===== src/hdl/apbt_pkg.sv =====
package apbt_pkg;

    localparam int WAKE_BUTTONS_DEF = 3;
    localparam int DEBOUNCE_MS_DEF  = 50;

    localparam int SCAN_MAX       = 3;
    localparam int ALARM_BITS     = 16;
    localparam int SIDE_BITS      = 8;
    localparam int PAGE_SHIFT     = 2;
    localparam int PAGE_SIZE      = 1 << PAGE_SHIFT;
    localparam int PAGE_MS        = 3000;
    localparam int MS_PER_SECOND  = 1000;
    localparam int BRIGHT_MIN     = 1;
    localparam int BRIGHT_MAX     = 100;

    typedef enum logic [2:0] {
        CFG_ENABLE     = 3'd0,
        CFG_BRIGHTNESS = 3'd1,
        CFG_TIMEOUT    = 3'd2,
        CFG_WAKE_COUNT = 3'd3,
        CFG_ACTIVE     = 3'd4
    } cfg_reg_t;

    typedef enum logic [1:0] {
        TITLE_BUS   = 2'd0,
        TITLE_AUX   = 2'd1,
        TITLE_MIXED = 2'd2
    } title_t;

    typedef struct packed {
        logic [7:0] fault_bus;
        logic [7:0] fault_aux;
        logic       test_mode;
        logic       rebuild;
        logic [2:0] wake_levels;
    } in_word_t;

    typedef struct packed {
        logic [6:0] backlight_level;
        logic       alarm_shown;
        logic       alarm_refresh;
        logic [1:0] title_code;
        logic [1:0] page_index;
        logic [2:0] page_total;
        logic [2:0] entries_on_page;
        logic [3:0] entry_first;
        logic [3:0] entry_second;
        logic [3:0] entry_third;
        logic [3:0] entry_fourth;
    } out_word_t;

    typedef struct packed {
        logic       alarm_shown;
        logic [1:0] title_code;
        logic [1:0] page_index;
        logic [2:0] page_total;
        logic [2:0] entries_on_page;
        logic [3:0] entry_first;
        logic [3:0] entry_second;
        logic [3:0] entry_third;
        logic [3:0] entry_fourth;
    } page_view_t;

    function automatic logic [2:0] pages_of(input logic [4:0] total);
        logic [5:0] sum;
        sum = 6'(total) + 6'(PAGE_SIZE - 1);
        return 3'(sum >> PAGE_SHIFT);
    endfunction

endpackage


===== src/hdl/apbt_page_view.sv =====
module apbt_page_view import apbt_pkg::*; (
    input  logic [ALARM_BITS-1:0] mask,
    input  logic [1:0]            page,
    input  logic [4:0]            total,
    output page_view_t            view
);

    logic [3:0] rank [ALARM_BITS];
    logic [3:0] ent [PAGE_SIZE];
    logic [4:0] first;
    logic [4:0] avail;
    logic [2:0] n;
    logic       side0;
    logic       mixed;

    // position of each set bit among the set bits below it
    always_comb begin
        for (int b = 0; b < ALARM_BITS; b++) begin
            rank[b] = 4'($countones(mask & ((16'd1 << b) - 16'd1)));
        end
    end

    always_comb begin
        first = {1'b0, page, 2'b00};
        avail = (total > first) ? (total - first) : 5'd0;
        n     = (avail > 5'(PAGE_SIZE)) ? 3'(PAGE_SIZE) : avail[2:0];
        for (int k = 0; k < PAGE_SIZE; k++) begin
            ent[k] = '0;
            for (int b = 0; b < ALARM_BITS; b++) begin
                if (mask[b] && rank[b] == first[3:0] + 4'(k)) begin
                    ent[k] = 4'(b);
                end
            end
        end
        side0 = ent[0][3];
        mixed = 1'b0;
        for (int k = 1; k < PAGE_SIZE; k++) begin
            if (3'(k) < n && ent[k][3] != side0) begin
                mixed = 1'b1;
            end
        end
        view.alarm_shown     = (total != 5'd0);
        view.page_index      = page;
        view.page_total      = pages_of(total);
        view.entries_on_page = n;
        if (n == 3'd0) begin
            view.title_code = TITLE_BUS;
        end else if (mixed) begin
            view.title_code = TITLE_MIXED;
        end else begin
            view.title_code = side0 ? TITLE_AUX : TITLE_BUS;
        end
        view.entry_first  = ent[0];
        view.entry_second = ent[1];
        view.entry_third  = ent[2];
        view.entry_fourth = ent[3];
    end

endmodule


===== src/hdl/alarm_pager_backlight_timeout.sv =====
// Alarm pager and backlight timeout. One word on s_data is one millisecond tick and gives
// exactly one result word on m_data. A word can be taken in every clock cycle while m_ready
// does not stall the result; it passes an input register and is then worked combinationally
// against the pager, backlight and debounce state into the result register. The state loop
// (mask compare, 32-bit elapsed-time compares and the page view) is combinational from the
// state registers back to them, which sets the rate at one word per clock. Configuration
// writes on cfg_* are always accepted and must only be made while no word is in flight.
// There is no clearing pass after reset.
module alarm_pager_backlight_timeout import apbt_pkg::*; #(
    parameter int WAKE_BUTTONS = WAKE_BUTTONS_DEF,
    parameter int DEBOUNCE_MS  = DEBOUNCE_MS_DEF
) (
    input  logic        aclk,
    input  logic        aresetn,
    input  logic        s_valid,
    output logic        s_ready,
    input  in_word_t    s_data,
    output logic        m_valid,
    input  logic        m_ready,
    output out_word_t   m_data,
    input  logic        cfg_valid,
    output logic        cfg_ready,
    input  logic [2:0]  cfg_index,
    input  logic [11:0] cfg_data
);

    localparam int SCAN_N = (WAKE_BUTTONS < SCAN_MAX) ? WAKE_BUTTONS : SCAN_MAX;

    // configuration
    logic        enable_reg;
    logic [6:0]  brightness_reg;
    logic [11:0] timeout_reg;
    logic [1:0]  wake_count_reg;
    logic [2:0]  active_reg;

    // pipeline
    logic      in_valid_reg;
    in_word_t  in_data_reg;
    logic      m_valid_reg;
    out_word_t m_data_reg;
    out_word_t m_data_next;
    logic      out_free;
    logic      advance;

    // state
    logic [31:0]           time_reg, time_next;
    logic [ALARM_BITS-1:0] shown_reg, shown_next;
    logic [4:0]            total_reg, total_next;
    logic [1:0]            page_reg, page_next;
    logic [31:0]           ptimer_reg, ptimer_next;
    logic [31:0]           last_reg, last_next;
    logic                  light_reg, light_next;
    logic                  pressed_reg [SCAN_N];
    logic                  pressed_next [SCAN_N];
    logic [31:0]           btimer_reg [SCAN_N];
    logic [31:0]           btimer_next [SCAN_N];

    logic                  refresh;
    logic [ALARM_BITS-1:0] mask;
    logic [21:0]           timeout_ms;
    logic [6:0]            bright;
    page_view_t            view;

    assign cfg_ready = 1'b1;
    assign out_free  = !m_valid_reg || m_ready;
    assign s_ready   = !in_valid_reg || out_free;
    assign advance   = in_valid_reg && out_free;
    assign m_valid   = m_valid_reg;
    assign m_data    = m_data_reg;

    always_ff @(posedge aclk) begin
        if (!aresetn) begin
            enable_reg     <= 1'b1;
            brightness_reg <= 7'(BRIGHT_MAX);
            timeout_reg    <= '0;
            wake_count_reg <= 2'd3;
            active_reg     <= '0;
        end else if (cfg_valid) begin
            unique case (cfg_index)
                CFG_ENABLE:     enable_reg     <= cfg_data[0];
                CFG_BRIGHTNESS: brightness_reg <= cfg_data[6:0];
                CFG_TIMEOUT:    timeout_reg    <= cfg_data;
                CFG_WAKE_COUNT: wake_count_reg <= cfg_data[1:0];
                CFG_ACTIVE:     active_reg     <= cfg_data[2:0];
                default: ;
            endcase
        end
    end

    always_ff @(posedge aclk) begin
        if (!aresetn) begin
            in_valid_reg <= 1'b0;
            m_valid_reg  <= 1'b0;
        end else begin
            if (s_ready) begin
                in_valid_reg <= s_valid;
            end
            if (out_free) begin
                m_valid_reg <= in_valid_reg;
            end
        end
    end

    always_ff @(posedge aclk) begin
        if (s_valid && s_ready) begin
            in_data_reg <= s_data;
        end
        if (advance) begin
            m_data_reg <= m_data_next;
        end
    end

    always_ff @(posedge aclk) begin
        if (!aresetn) begin
            time_reg   <= '0;
            shown_reg  <= '0;
            total_reg  <= '0;
            page_reg   <= '0;
            ptimer_reg <= '0;
            last_reg   <= '0;
            light_reg  <= 1'b1;
            for (int i = 0; i < SCAN_N; i++) begin
                pressed_reg[i] <= 1'b0;
                btimer_reg[i]  <= '0;
            end
        end else if (advance) begin
            time_reg   <= time_next;
            shown_reg  <= shown_next;
            total_reg  <= total_next;
            page_reg   <= page_next;
            ptimer_reg <= ptimer_next;
            last_reg   <= last_next;
            light_reg  <= light_next;
            for (int i = 0; i < SCAN_N; i++) begin
                pressed_reg[i] <= pressed_next[i];
                btimer_reg[i]  <= btimer_next[i];
            end
        end
    end

    assign timeout_ms = 22'(timeout_reg) * 22'(MS_PER_SECOND);

    always_comb begin
        logic hit;
        logic raw;
        hit         = 1'b0;
        raw         = 1'b0;
        refresh     = 1'b0;
        time_next   = time_reg + 32'd1;
        shown_next  = shown_reg;
        total_next  = total_reg;
        page_next   = page_reg;
        ptimer_next = ptimer_reg;
        last_next   = last_reg;
        light_next  = light_reg;
        for (int i = 0; i < SCAN_N; i++) begin
            pressed_next[i] = pressed_reg[i];
            btimer_next[i]  = btimer_reg[i];
        end
        mask = in_data_reg.test_mode ? '1 : {in_data_reg.fault_aux, in_data_reg.fault_bus};

        if (enable_reg) begin
            // pager
            if (mask != shown_reg || in_data_reg.rebuild) begin
                shown_next  = mask;
                page_next   = '0;
                ptimer_next = time_reg;
                total_next  = 5'($countones(mask));
                if (total_next != 5'd0) begin
                    light_next = 1'b1;
                    last_next  = time_reg;
                end
                refresh = 1'b1;
            end else if (total_reg > 5'(PAGE_SIZE)
                         && (time_reg - ptimer_reg) >= 32'(PAGE_MS)) begin
                ptimer_next = time_reg;
                page_next   = (3'(page_reg) + 3'd1 >= pages_of(total_reg)) ?
                              2'd0 : page_reg + 2'd1;
                refresh     = 1'b1;
            end

            // backlight
            if (timeout_reg == '0 || in_data_reg.test_mode
                || in_data_reg.fault_bus != '0 || in_data_reg.fault_aux != '0) begin
                light_next = 1'b1;
                last_next  = time_reg;
            end else begin
                for (int i = 0; i < SCAN_N; i++) begin
                    raw = (in_data_reg.wake_levels[i] == active_reg[i]);
                    if (i < int'(wake_count_reg) && raw != pressed_reg[i]
                        && (time_reg - btimer_reg[i]) >= 32'(DEBOUNCE_MS)) begin
                        btimer_next[i]  = time_reg;
                        pressed_next[i] = raw;
                        if (raw) begin
                            hit = 1'b1;
                        end
                    end
                end
                if (hit) begin
                    light_next = 1'b1;
                    last_next  = time_reg;
                end else if (light_next && (time_reg - last_next) >= 32'(timeout_ms)) begin
                    light_next = 1'b0;
                end
            end
        end else begin
            light_next = 1'b0;
        end
    end

    apbt_page_view u_page_view (
        .mask  (shown_next),
        .page  (page_next),
        .total (total_next),
        .view  (view)
    );

    always_comb begin
        if (brightness_reg < 7'(BRIGHT_MIN)) begin
            bright = 7'(BRIGHT_MIN);
        end else if (brightness_reg > 7'(BRIGHT_MAX)) begin
            bright = 7'(BRIGHT_MAX);
        end else begin
            bright = brightness_reg;
        end
        m_data_next.backlight_level = light_next ? bright : 7'd0;
        m_data_next.alarm_shown     = view.alarm_shown;
        m_data_next.alarm_refresh   = refresh;
        m_data_next.title_code      = view.title_code;
        m_data_next.page_index      = view.page_index;
        m_data_next.page_total      = view.page_total;
        m_data_next.entries_on_page = view.entries_on_page;
        m_data_next.entry_first     = view.entry_first;
        m_data_next.entry_second    = view.entry_second;
        m_data_next.entry_third     = view.entry_third;
        m_data_next.entry_fourth    = view.entry_fourth;
    end

endmodule


===== config.mk =====
export PLATFORM = sky130hd
export DESIGN_NAME = alarm_pager_backlight_timeout
export DESIGN_NICKNAME = d
export VERILOG_FILES = /design/src/hdl/apbt_pkg.sv /design/src/hdl/apbt_page_view.sv /design/src/hdl/alarm_pager_backlight_timeout.sv
export SDC_FILE = /design/constraint.sdc
export NUM_CORES = 1
export LEC_CHECK = 0
export BUFFER_PORTS_ARGS = -buffer_cell sky130_fd_sc_hd__buf_2
export CORE_MARGIN = 8
export CORE_UTILIZATION = 35
export CTS_BUF_LIST = sky130_fd_sc_hd__clkbuf_4
export DETAILED_ROUTE_END_ITERATION = 6
export PLACE_DENSITY = 0.59
export SLEW_MARGIN = 20
export SYNTH_ARGS = -nofsm -noshare
export SYNTH_HDL_FRONTEND = slang
export SYNTH_SLANG_ARGS = --single-unit

===== constraint.sdc =====
create_clock -name aclk -period 12.4 [get_ports aclk]
set_clock_uncertainty 0.15 [all_clocks]
set_input_delay 1.24 -clock aclk [delete_from_list [all_inputs] [get_ports aclk]]
set_output_delay 1.24 -clock aclk [all_outputs]
set_load 0.02 [all_outputs]

==> reports/results.ini <==
[grt]
grt_max_degree=94
gr-total-overflow=0
antenna_found_initial=5
track_usage=0.179
grt_pass1_wl_um=125000
grt_pass1_vias=22577

[clocking]
cts_tree=done
cts_max_level=3
cts_resized=0
cts_buffer_depth=3
cts_root_buf=clkbuf_4
clkTransAtPathRegs_ns=0.07
postCtsSetupRepairBufs=0
cts_hold_buffers=0
clock_latency_ns=0.86
clock_sinks=302
numCtsBuffers=85

[yosys]
netlist_instances=3139
async_flop_share=0
yosys.area.top_type_share=0.172
synth_nets=3513
synth-edff-count=155
synth.ff_latch_count=302
synth_cell_types=108
syn_area_mm2=0.0270
ys_seq_area_frac=0.281
synth.largest_area_cell=edfxtp_1
ys.flop_type=edfxtp_1
synth_warnings=0
synthTopCellsByArea=edfxtp_1 (17%), ha_1 (12%), dfxtp_1 (11%)
postSynthAreaPerCell_um2=8.61

[floorplan]
die_area_mm2=0.0864
pin_count=79
rows=102
die_w_um=294
core_area_mm2=0.0770
fp.dieH_um=294
start_util=0.351

[drt]
drtAntennaViolNets=0
wl_per_cell_um=18.2
wl_met3_um=4800
wl_met1_um=37400
wl_met2_um=35100
via_per_inst=5.45
remaining_drc_errors=0
wirelength_um=79100
highest_layer=met5
drt_iter0_markers=1808
dr.pass1.iters=6
via_count=23686

[final_layout]
design_area_mm2=0.0298
fillers=7853
largest_reg_flops=96
drive_above_1_share=0.0939
multiInputGateArea_mm2=0.0180
fin_nets=3605
area_delta_synth_final_pct=10.1
seqCellArea_mm2=0.00760

[critical_path]
crit_slowest_cell=edfxtp_1
crit_path_max_incr_delay_ns=0.74
end_kind=flop
critical_path_required_ns=12.90
startpoint_type=flop
crit_top_cell=fa_1
cp.arrival_ns=11.13
cp_max_fo=29
crit_type=reg2reg

[timing]
worst_pin_slew_ns=1.00
relSlewSlack=0.331
finalSetupViolations=0
finalCriticalPeriod_ns=10.63
rsz0062_at_grt=false
max_freq_mhz=94.1
maxSlewViolCount=0
totalNegativeSetupSlack_ns=0
hold_viol=0
fin_crit_sh=0.857

[outcome]
status=complete, no violations

[place]
dpl_cell_area_mm2=0.0286
portBuffers=77
gp_congestion=0.901
hpwlAfterDp_um=58900

[job]
cap_violations=0

[pwr]
irDropWorstVdd_uv=120
power_density_mw_per_mm2=143
total_leakage_power_nw=13.2

[min_path]
hold_class=reg2reg

-- where the power goes --
| group | internal [mW] | switching [mW] | total, mW |
|---|---|---|---|
| Clock | 0.495 | 0.479 | 0.974 |
| Sequential | 1.18 | 0.0321 | 1.21 |
| Combinational | 0.835 | 1.23 | 2.06 |
| Total | 2.51 | 1.74 | 4.25 |
-- path summary, 6_finish.rpt --
kind	startpoint	to	depth (start not counted)	slack [ns]
hold / removal	ptimer_reg[3]$_SDFFE_PN0P_	ptimer_reg[3]$_SDFFE_PN0P_	2	0.32
hold reg to reg	ptimer_reg[3]$_SDFFE_PN0P_	ptimer_reg[3]$_SDFFE_PN0P_	2	0.32
setup reg to reg	in_data_reg[4]$_DFFE_PP_	m_data[32]$_SDFFCE_PP0P_	40	1.77
setup / recovery	in_data_reg[4]$_DFFE_PP_	m_data[32]$_SDFFCE_PP0P_	40	1.77
-- cells in the mapped netlist, types with 13 or more instances --
master,n
o31ai_1,16
clkbuf_1,90
a211o_1,14
a22o_1,35
nor4_1,22
and2_1,60
a21boi_0,73
o22ai_1,18
nand2_1,320
a31oi_1,27
a211oi_1,26
or3_1,15
nand2b_1,40
o2111ai_1,14
nand4_1,50
o21a_1,31
nor2b_1,38
a21oi_1,173
nor2_1,183
xnor2_1,104
and3_1,62
xor2_1,43
nand3_1,81
a21o_1,82
edfxtp_1,155
inv_1,298
o211a_1,17
dfxtp_1,147
o21bai_1,25
nand3b_1,13
or2_2,14
o21ai_0,138
mux2i_1,56
fa_1,73
ha_1,260
o211ai_1,34
and4_1,14
nor3_1,61
-- critical path: cells and delay by family, from the launching register on --
family	cells	cell delay (ns)
flops	1	0.74
compound gates	13	3.11
buf+inv	3	0.16
simple gates	12	1.89
fa+ha+maj	11	4.20
xor+xnor	1	0.15
-- layer usage --
metal | global-route usage | vias up
met5 | 0 | -
met4 | 0.0516 | 2
met3 | 0.0285 | 127
met2 | 0.282 | 697
met1 | 0.250 | 11207
li1 | - | 11653
-- stage by stage --
step	cells	hold slack, ns	total power, mW	util	setup WS (ns)
2_1_floorplan	3139	0.293	2.77	-	2.20
3_3_place_gp	4183	0.302	3.25	0.372	2.15
3_5_place_dp	4183	0.312	3.27	0.372	1.86
4_1_cts	4339	0.316	4.27	0.386	1.77
5_1_grt	4344	0.341	4.58	0.387	0.920
6_report	4344	0.319	4.25	0.387	1.77
-- cells by family (layout without fill, tap and decap cells) --
| logic type | count (synthesis) | after routing | synth area share |
|---|---|---|---|
| AO/OA/AOI/OAI | 858 | 858 | 0.221 |
| XOR/XNOR | 152 | 152 | 0.0515 |
| adder cells (fa/ha/maj) | 338 | 338 | 0.176 |
| buffers and inverters | 405 | 566 | 0.0573 |
| flip-flops | 302 | 302 | 0.281 |
| multiplexers | 63 | 63 | 0.0236 |
| other | 1 | 5 | 0.000139 |
| AND/OR/NAND/NOR | 1020 | 1020 | 0.190 |
-- layout by cell type (no fill, tap or decap), types with 18 or more instances in the layout --
cell type  instances
mux2i_1           56
a21o_1            82
ha_1             260
nand4_1           50
xor2_1            43
clkinv_1          26
o21ai_0          137
o21a_1            31
nor2b_1           38
buf_4             34
nand3_1           81
o22ai_1           18
o21bai_1          25
dfxtp_1          147
nor2_1           183
and2_1            59
and3_1            62
nor4_1            21
nor3_1            61
buf_2             76
a21oi_1          172
nand2_1          319
inv_1            297
a31oi_1           27
o211ai_1          34
edfxtp_1         155
xnor2_1          104
nand2b_1          40
a211oi_1          26
a21boi_0          72
a22o_1            35
clkbuf_4         113
fa_1              73
-- final cells by class --
type,count,share of cell area
Multi-Input combinational cell,2432,0.603
Sequential cell,302,0.255
Tap cell,1040,0.0437
Clock inverter,43,0.00912
Timing Repair Buffer,111,0.0223
Antenna cell,4,0.000336
Inverter,299,0.0378
Clock buffer,113,0.0285
Note: power is estimated with default switching activity, not from simulation.
